**src/design/ige_pkg.sv**
```systemverilog
`timescale 1ns / 1ps
// ----------------------------------------------------------------------------
// Ising grid energy evaluator package
// Shared widths, command codes, control structs and the index wrap table.
// ----------------------------------------------------------------------------
package ige_pkg;

    localparam int IGE_SIDE_DEF = 64;

    localparam int IN_IDX_W   = 6;
    localparam int IN_DATA_W  = 16;
    localparam int FIELD_W    = 16;
    localparam int DELTA_W    = 18;
    localparam int TOT_W      = 14;
    localparam int MAG_W      = 16;
    localparam int RATIO_W    = 16;
    localparam int OUT_DATA_W = 64;

    localparam int NSUM_W = 4;
    localparam int T_W    = 18;
    localparam int BH_W   = 19;
    localparam int NUM_W  = 33;
    localparam int DEN_W  = 28;
    localparam int DVD_W  = 44;
    localparam int DVS_W  = 27;

    typedef enum logic [1:0] {
        CMD_WRITE  = 2'd0,
        CMD_CLEAR  = 2'd1,
        CMD_FLIP   = 2'd2,
        CMD_TOTALS = 2'd3
    } cmd_e_t;

    typedef enum logic [1:0] {
        CUR_HOLD = 2'd0,
        CUR_LOAD = 2'd1,
        CUR_ZERO = 2'd2,
        CUR_NEXT = 2'd3
    } cur_op_t;

    typedef enum logic [2:0] {
        NB_C = 3'd0,
        NB_U = 3'd1,
        NB_D = 3'd2,
        NB_L = 3'd3,
        NB_R = 3'd4
    } nb_sel_t;

    typedef enum logic [1:0] {
        OP_NONE     = 2'd0,
        OP_LOAD_S   = 2'd1,
        OP_ADD_N    = 2'd2,
        OP_CELL_ACC = 2'd3
    } rd_op_t;

    typedef struct packed {
        cur_op_t cur_op;
        logic    acc_clear;
        nb_sel_t rd_sel;
        rd_op_t  rd_op;
        logic    wr_spin;
        logic    clr_wr;
        logic    calc1;
        logic    calc2;
        logic    div_start;
        logic    mag_cap;
        logic    out_load;
        cmd_e_t  out_kind;
    } ige_cmd_t;

    typedef struct packed {
        logic clr_last;
        logic cur_last;
        logic div_done;
        logic div_busy;
        logic out_free;
    } ige_stat_t;

    typedef logic [7:0] mod_tab_t [64];

    function automatic mod_tab_t build_mod_tab(input int unsigned side);
        mod_tab_t    tab;
        int unsigned m;
        m = 0;
        for (int i = 0; i < 64; i++)
        begin
            tab[i] = 8'(m);
            m = m + 1;
            if (m == side)
            begin
                m = 0;
            end
        end
        return tab;
    endfunction

endpackage

```
**src/design/ige_ctrl.sv**
```systemverilog
`timescale 1ns / 1ps
// ----------------------------------------------------------------------------
// Ising grid energy evaluator controller
// Sequences memory reads, sweeps, divisions and result hand-off.
// ----------------------------------------------------------------------------
module ige_ctrl (
    input  logic                clk,
    input  logic                rst_n,
    input  logic                in_valid,
    input  ige_pkg::cmd_e_t     in_cmd,
    output logic                in_ready,
    input  ige_pkg::ige_stat_t  stat,
    output ige_pkg::ige_cmd_t   cmd
);
    import ige_pkg::*;

    typedef enum logic [19:0] {
        S_RST_CLR  = 20'h00001,
        S_IDLE     = 20'h00002,
        S_WRITE    = 20'h00004,
        S_CLR      = 20'h00008,
        S_FC       = 20'h00010,
        S_FU       = 20'h00020,
        S_FD       = 20'h00040,
        S_FL       = 20'h00080,
        S_FR       = 20'h00100,
        S_FDRAIN   = 20'h00200,
        S_SC       = 20'h00400,
        S_SR       = 20'h00800,
        S_SD       = 20'h01000,
        S_SA       = 20'h02000,
        S_TDRAIN   = 20'h04000,
        S_CALC1    = 20'h08000,
        S_CALC2    = 20'h10000,
        S_RAT_GO   = 20'h20000,
        S_RAT_WAIT = 20'h40000,
        S_DONE     = 20'h80000
    } state_t;

    state_t  state_reg, state_next;
    cmd_e_t  kind_reg, kind_next;

    always_ff @(posedge clk or negedge rst_n)
    begin
        if (!rst_n)
        begin
            state_reg <= S_RST_CLR;
            kind_reg  <= CMD_WRITE;
        end
        else
        begin
            state_reg <= state_next;
            kind_reg  <= kind_next;
        end
    end

    assign in_ready = (state_reg == S_IDLE);

    always_comb
    begin
        state_next    = state_reg;
        kind_next     = kind_reg;
        cmd.cur_op    = CUR_HOLD;
        cmd.acc_clear = 1'b0;
        cmd.rd_sel    = NB_C;
        cmd.rd_op     = OP_NONE;
        cmd.wr_spin   = 1'b0;
        cmd.clr_wr    = 1'b0;
        cmd.calc1     = 1'b0;
        cmd.calc2     = 1'b0;
        cmd.div_start = 1'b0;
        cmd.mag_cap   = 1'b0;
        cmd.out_load  = 1'b0;
        cmd.out_kind  = kind_reg;
        case (state_reg)
            S_RST_CLR:
            begin
                cmd.clr_wr = 1'b1;
                if (stat.clr_last)
                begin
                    state_next = S_IDLE;
                end
            end
            S_IDLE:
            begin
                if (in_valid)
                begin
                    kind_next = in_cmd;
                    case (in_cmd)
                        CMD_WRITE:
                        begin
                            cmd.cur_op = CUR_LOAD;
                            state_next = S_WRITE;
                        end
                        CMD_CLEAR:
                        begin
                            state_next = S_CLR;
                        end
                        CMD_FLIP:
                        begin
                            cmd.cur_op = CUR_LOAD;
                            state_next = S_FC;
                        end
                        CMD_TOTALS:
                        begin
                            cmd.cur_op    = CUR_ZERO;
                            cmd.acc_clear = 1'b1;
                            state_next    = S_SC;
                        end
                        default:
                        begin
                            state_next = S_IDLE;
                        end
                    endcase
                end
            end
            S_WRITE:
            begin
                cmd.wr_spin = 1'b1;
                state_next  = S_DONE;
            end
            S_CLR:
            begin
                cmd.clr_wr = 1'b1;
                if (stat.clr_last)
                begin
                    state_next = S_DONE;
                end
            end
            S_FC:
            begin
                cmd.rd_sel = NB_C;
                cmd.rd_op  = OP_LOAD_S;
                state_next = S_FU;
            end
            S_FU:
            begin
                cmd.rd_sel = NB_U;
                cmd.rd_op  = OP_ADD_N;
                state_next = S_FD;
            end
            S_FD:
            begin
                cmd.rd_sel = NB_D;
                cmd.rd_op  = OP_ADD_N;
                state_next = S_FL;
            end
            S_FL:
            begin
                cmd.rd_sel = NB_L;
                cmd.rd_op  = OP_ADD_N;
                state_next = S_FR;
            end
            S_FR:
            begin
                cmd.rd_sel = NB_R;
                cmd.rd_op  = OP_ADD_N;
                state_next = S_FDRAIN;
            end
            S_FDRAIN:
            begin
                state_next = S_DONE;
            end
            S_SC:
            begin
                cmd.rd_sel = NB_C;
                cmd.rd_op  = OP_LOAD_S;
                state_next = S_SR;
            end
            S_SR:
            begin
                cmd.rd_sel = NB_R;
                cmd.rd_op  = OP_ADD_N;
                state_next = S_SD;
            end
            S_SD:
            begin
                cmd.rd_sel = NB_D;
                cmd.rd_op  = OP_ADD_N;
                state_next = S_SA;
            end
            S_SA:
            begin
                cmd.rd_op  = OP_CELL_ACC;
                cmd.cur_op = CUR_NEXT;
                state_next = stat.cur_last ? S_TDRAIN : S_SC;
            end
            S_TDRAIN:
            begin
                state_next = S_CALC1;
            end
            S_CALC1:
            begin
                cmd.calc1   = 1'b1;
                cmd.mag_cap = 1'b1;
                state_next  = S_CALC2;
            end
            S_CALC2:
            begin
                cmd.calc2  = 1'b1;
                state_next = S_RAT_GO;
            end
            S_RAT_GO:
            begin
                cmd.div_start = 1'b1;
                state_next    = S_RAT_WAIT;
            end
            S_RAT_WAIT:
            begin
                if (stat.div_done)
                begin
                    state_next = S_DONE;
                end
            end
            S_DONE:
            begin
                if (stat.out_free)
                begin
                    cmd.out_load = 1'b1;
                    state_next   = S_IDLE;
                end
            end
            default:
            begin
                state_next = S_IDLE;
            end
        endcase
    end

endmodule

```
**config.mk**
```make
export PLATFORM = sky130hd
export DESIGN_NAME = ige_ctrl
export DESIGN_NICKNAME = d
export VERILOG_FILES = /design/src/design/ige_pkg.sv /design/src/design/ige_ctrl.sv
export SDC_FILE = /design/constraint.sdc
export NUM_CORES = 1
export LEC_CHECK = 0
export BUFFER_PORTS_ARGS = -buffer_cell sky130_fd_sc_hd__buf_2
export CAP_MARGIN = 5
export CORE_MARGIN = 2
export CORE_UTILIZATION = 35
export CTS_CLUSTER_DIAMETER = 100
export DETAILED_ROUTE_END_ITERATION = 7
export GPL_ROUTABILITY_DRIVEN = 0
export RECOVER_POWER = 50
export SLEW_MARGIN = 20
export SYNTH_ARGS = -nofsm -noshare
export SYNTH_HDL_FRONTEND = slang
export SYNTH_SLANG_ARGS = --single-unit
```
**constraint.sdc**
```tcl
create_clock -name clk -period 2.7 [get_ports clk]
set_input_delay 0.27 -clock clk [delete_from_list [all_inputs] [get_ports clk]]
set_output_delay 0.27 -clock clk [all_outputs]
set_load 0.005 [all_outputs]
```
# After elaboration in Yosys (flattened, before gate mapping)
# Index checks and enable logic that the tools add are counted.
[totals]
input_bits = 10
regBits = 22
wordCells = 62
out_inout_bits = 18
[op_classes]
n_reduce_logical = 10
eq_ne = 28
n_mux = 22
[ops]
columns = ["cell", "n"]
rows = [
  ["$pmux 20 s19", 1],
  ["$mux 20", 5],
  ["$pmux 20 s4", 1],
  ["$eq 20x1->1 const B", 1],
  ["$eq 20x10->1 const B", 1],
  ["$eq 20x11->1 const B", 1],
  ["$eq 20x12->1 const B", 1],
  ["$eq 20x13->1 const B", 1],
  ["$eq 20x14->1 const B", 1],
  ["$eq 20x15->1 const B", 1],
  ["$eq 20x16->1 const B", 1],
  ["$eq 20x17->1 const B", 1],
  ["$eq 20x18->1 const B", 1],
  ["$eq 20x19->1 const B", 1],
  ["$eq 20x2->1 const B", 1],
  ["$eq 20x20->1 const B", 1],
  ["$eq 20x3->1 const B", 1],
  ["$eq 20x4->1 const B", 1],
  ["$eq 20x5->1 const B", 1],
  ["$eq 20x6->1 const B", 1],
  ["$eq 20x7->1 const B", 1],
  ["$eq 20x8->1 const B", 1],
  ["$eq 20x9->1 const B", 1],
  ["$mux 15", 1],
  ["other kinds (13)", 32],
]

# Longest topological paths before layout
[logic_depth]
word_depth = 5
mapped_depth = 7
ltp_nobuf = 6

# Worst setup path after synthesis
# OpenSTA, ideal clock, no wires.
[synth_path]
path_type = "flip-flop to output port"
startpoint = "reg state_reg[9]"
endpoint = "out cmd[6] (netlist bit)"
setup_slack_ns = 0.473
required_ns = 2.430
path_stages_with_launch = 6
arrival_time_ns = 1.957
n_path_buf = 1
cell_sequence = "dfrtp_1 -> or4_4 -> nor4_4 -> nand2_1 -> nor3b_1 -> buf_4"
[synth_rtl]
columns = ["item", "line_no", "source"]
rows = [
  ["start: declaration", "ige_ctrl.sv:40", "state_t state_reg, state_next;"],
  ["start signal: assignment", "ige_ctrl.sv:52", "state_reg <= state_next;"],
  ["end: declaration", "ige_ctrl.sv:13", "output ige_pkg::ige_cmd_t cmd"],
]

==> metrics.yaml <==
global_routing:
  antenna_found_initial: 0
  track_usage_pct: 16.5
  grt_pass1_wl_um: 5630
  grt_max_degree: 23
  grt_pass1_vias: 1185
  grt.overflow.total: 0
floorplanning:
  rows: 23
  dieArea_sq_um: 4590
  start_util_pct: 36.1
  die_w_um: 67.7
  die_h_um: 67.7
  io_pins: 28
  coreArea_sq_um: 3940
critical_path:
  critPathLaunchType: "register"
  crit_type: "register to output port"
  worstReg2RegEnd: "state_reg[19]"
  reg2reg_depth: 5
  crit_arrival_ns: 2.30
  r2r_start: "state_reg[16]"
  required_ns: 2.43
  r2r_slack_ns: 0.55
  critPathCaptureType: "output port"
  cp_max_fo: 8
route:
  firstDrtPassIters: 4
  postRouteAntennaNets: 0
  vias: 1207
  drcViolationCount: 0
  detail_route.wl_per_cell_um: 15.4
  wl_um: 3330
  viasPerCell: 5.59
  drtIter0Drc: 76
finish:
  nets: 177
  fillers: 394
  area_growth_pct: 16.1
  multi_input_area_sq_um: 828
  n_antenna_cell: 0
  regArea_sq_um: 554
  largest_reg_flops: 20
  drive_gt1_share_pct: 33.1
yosys:
  yosys.area.top_type: "dfrtp_1"
  synth_edf_count: 0
  synth_nets: 149
  synth-xor-area-share_pct: 4.31
  muxShareOfSynthArea_pct: 3.70
  ys_ff_latch: 22
  ys_top_cells_by_count: "21 x dfrtp_1, 10 x nor2_1, 10 x nor3b_1"
  synth_compound_gate_area_share_pct: 6.07
  ys.flop_type: "dfrtp_1"
  synthCells: 139
  async_reset_ff_share_pct: 100
  synth.avg_cell_area_sq_um: 10.2
  synthAdderAreaFrac_pct: 0
  synth.most_common_cell: "dfrtp_1"
  synth.distinct_cells: 45
  netlist.area_leader.share_pct: 37.0
  synthesis.area_sq_um: 1420
  synth_area_leaders: "dfrtp_1 37%, nor3b_1 5.3%, or4_4 3.2%, nor4_4 3.0%, nand2b_1 2.6%"
  ys_warn_count: 0
  synth_top_family_by_area: "simple AND/OR/NAND/NOR gates"
  yosysSeqAreaShare_pct: 38.8
  yosys.area_share.simple_pct: 43.0
placement:
  hpwlAfterDp_um: 2550
  dp_slack_ns: 0.391
  port_buffers: 26
clock_network:
  htreeDepth: 1
  clock_latency_ns: 0.26
  clockBufferDepth: 2
  cts.sinks: 22
  clkTransAtPathRegs_ns: 0.08
  cts_root_buf: "clkbuf_8"
  tritoncts: "built"
  cts_inserted_buffers: 3
run:
  cap_violations: 0
timing:
  slew_viol_final: 0
  tns_ns: 0
  skew_ns: 0.00223
  setup_slack_ns: 0.132
  hold_viol: 0
  rsz0062_at_grt: "false"
  final.period_utilization_pct: 95.1
  post-route-min-period_ns: 2.57
  max_freq_mhz: 389
  relSlewSlack_pct: 20.1
  setup_viol: 0
  max_slew.worst_pin.slew_ns: 1.20
worst_hold_path:
  hold_depth: 2
  worstHoldEndpoint: "state_reg[18]"
  hold_class: "input port to register"
  min_from: "stat[2]"
pwr:
  power_leakage_nw: 0.792
  power.density_nw_per_um2: 856
  ir_worst_vdd_mv: 0.399
outcome:
  status: "finished clean"
-- logic make-up (layout without fill, tap and decap cells) --
group / count (synthesis) / in the layout
simple gates: 86 / 86
flops: 22 / 22
compound gates: 11 / 11
buf+inv: 9 / 36
xor+xnor: 7 / 7
mux: 4 / 4
-- metal layers --
metal | share of wire [%] | GRT usage (%)
met5 | 0 | 0
met4 | 2.6 | 8.42
met3 | 5.5 | 2.33
met2 | 47 | 26.3
met1 | 45 | 21.6
-- layout by cell type (no fill, tap or decap), types with 4 or more instances in the layout --
cell type  Yosys  layout
or4_1          5       5
nor4_1         6       6
xnor2_1        4       4
or4_4          4       4
buf_2          1      24
nand2_1        5       5
nand3_1        7       7
dfrtp_1       21      19
nand2b_1       6       6
nor2_1        10       9
nor3_1         7       7
nor3b_1       10       9
-- layout make-up --
| type | instances | area share [%] |
|---|---|---|
| clock buffer | 4 | 2.73 |
| timing repair buffer | 28 | 8.79 |
| inverter | 4 | 0.910 |
| sequential | 22 | 33.6 |
| multi-input combinational | 108 | 50.2 |
| tap | 50 | 3.79 |
-- metrics by stage --
stage / util (%) / instances / power (mW) / area (sq um) / hold slack [ns]
5_1_grt: 41.9 / 216 / 1.53 / 1650 / 0.188
2_1_floorplan: - / 139 / 1.01 / 1420 / -0.0256
4_1_cts: 41.3 / 215 / 1.41 / 1630 / 0.193
6_report: 41.9 / 216 / 1.41 / 1650 / 0.202
3_5_place_dp: 39.9 / 210 / 1.18 / 1570 / 0.275
3_3_place_gp: 39.9 / 210 / 1.16 / 1570 / 0.279
-- power breakdown --
part	internal (mW)	switching (mW)	total (mW)
logic	0.343	0.395	0.738
clock network	0.105	0.107	0.212
registers	0.381	0.0824	0.463
total	0.829	0.584	1.41
-- timing repair --
item                                    CTS  global route
hold buffers                              1             0
endpoints found under the setup margin    0             8
setup buffers                             0             1
gates resized for setup                   0             5
hold endpoints to repair                 21             0
-- worst max-delay path: stages, from the launching register on --
cell      delay, ns
dfrtp_1        0.50
or4_4          0.63
nor4_4         0.38
nand4b_2       0.22
or2b_1         0.20
buf_2          0.10
-- worst max-delay path by stage --
stage	start	slack, ns	cells past startpoint	end
floorplan	state_reg[9]	0.47	5	cmd[6]
global placement	state_reg[8]	0.42	5	cmd[6]
detailed placement	state_reg[13]	0.39	5	cmd[4]
CTS	state_reg[13]	0.08	5	cmd[4]
global route	state_reg[9]	0.006	6	cmd[10]
finish	state_reg[3]	0.13	5	cmd[9]
No activity file was read; power rests on OpenSTA's default activity.
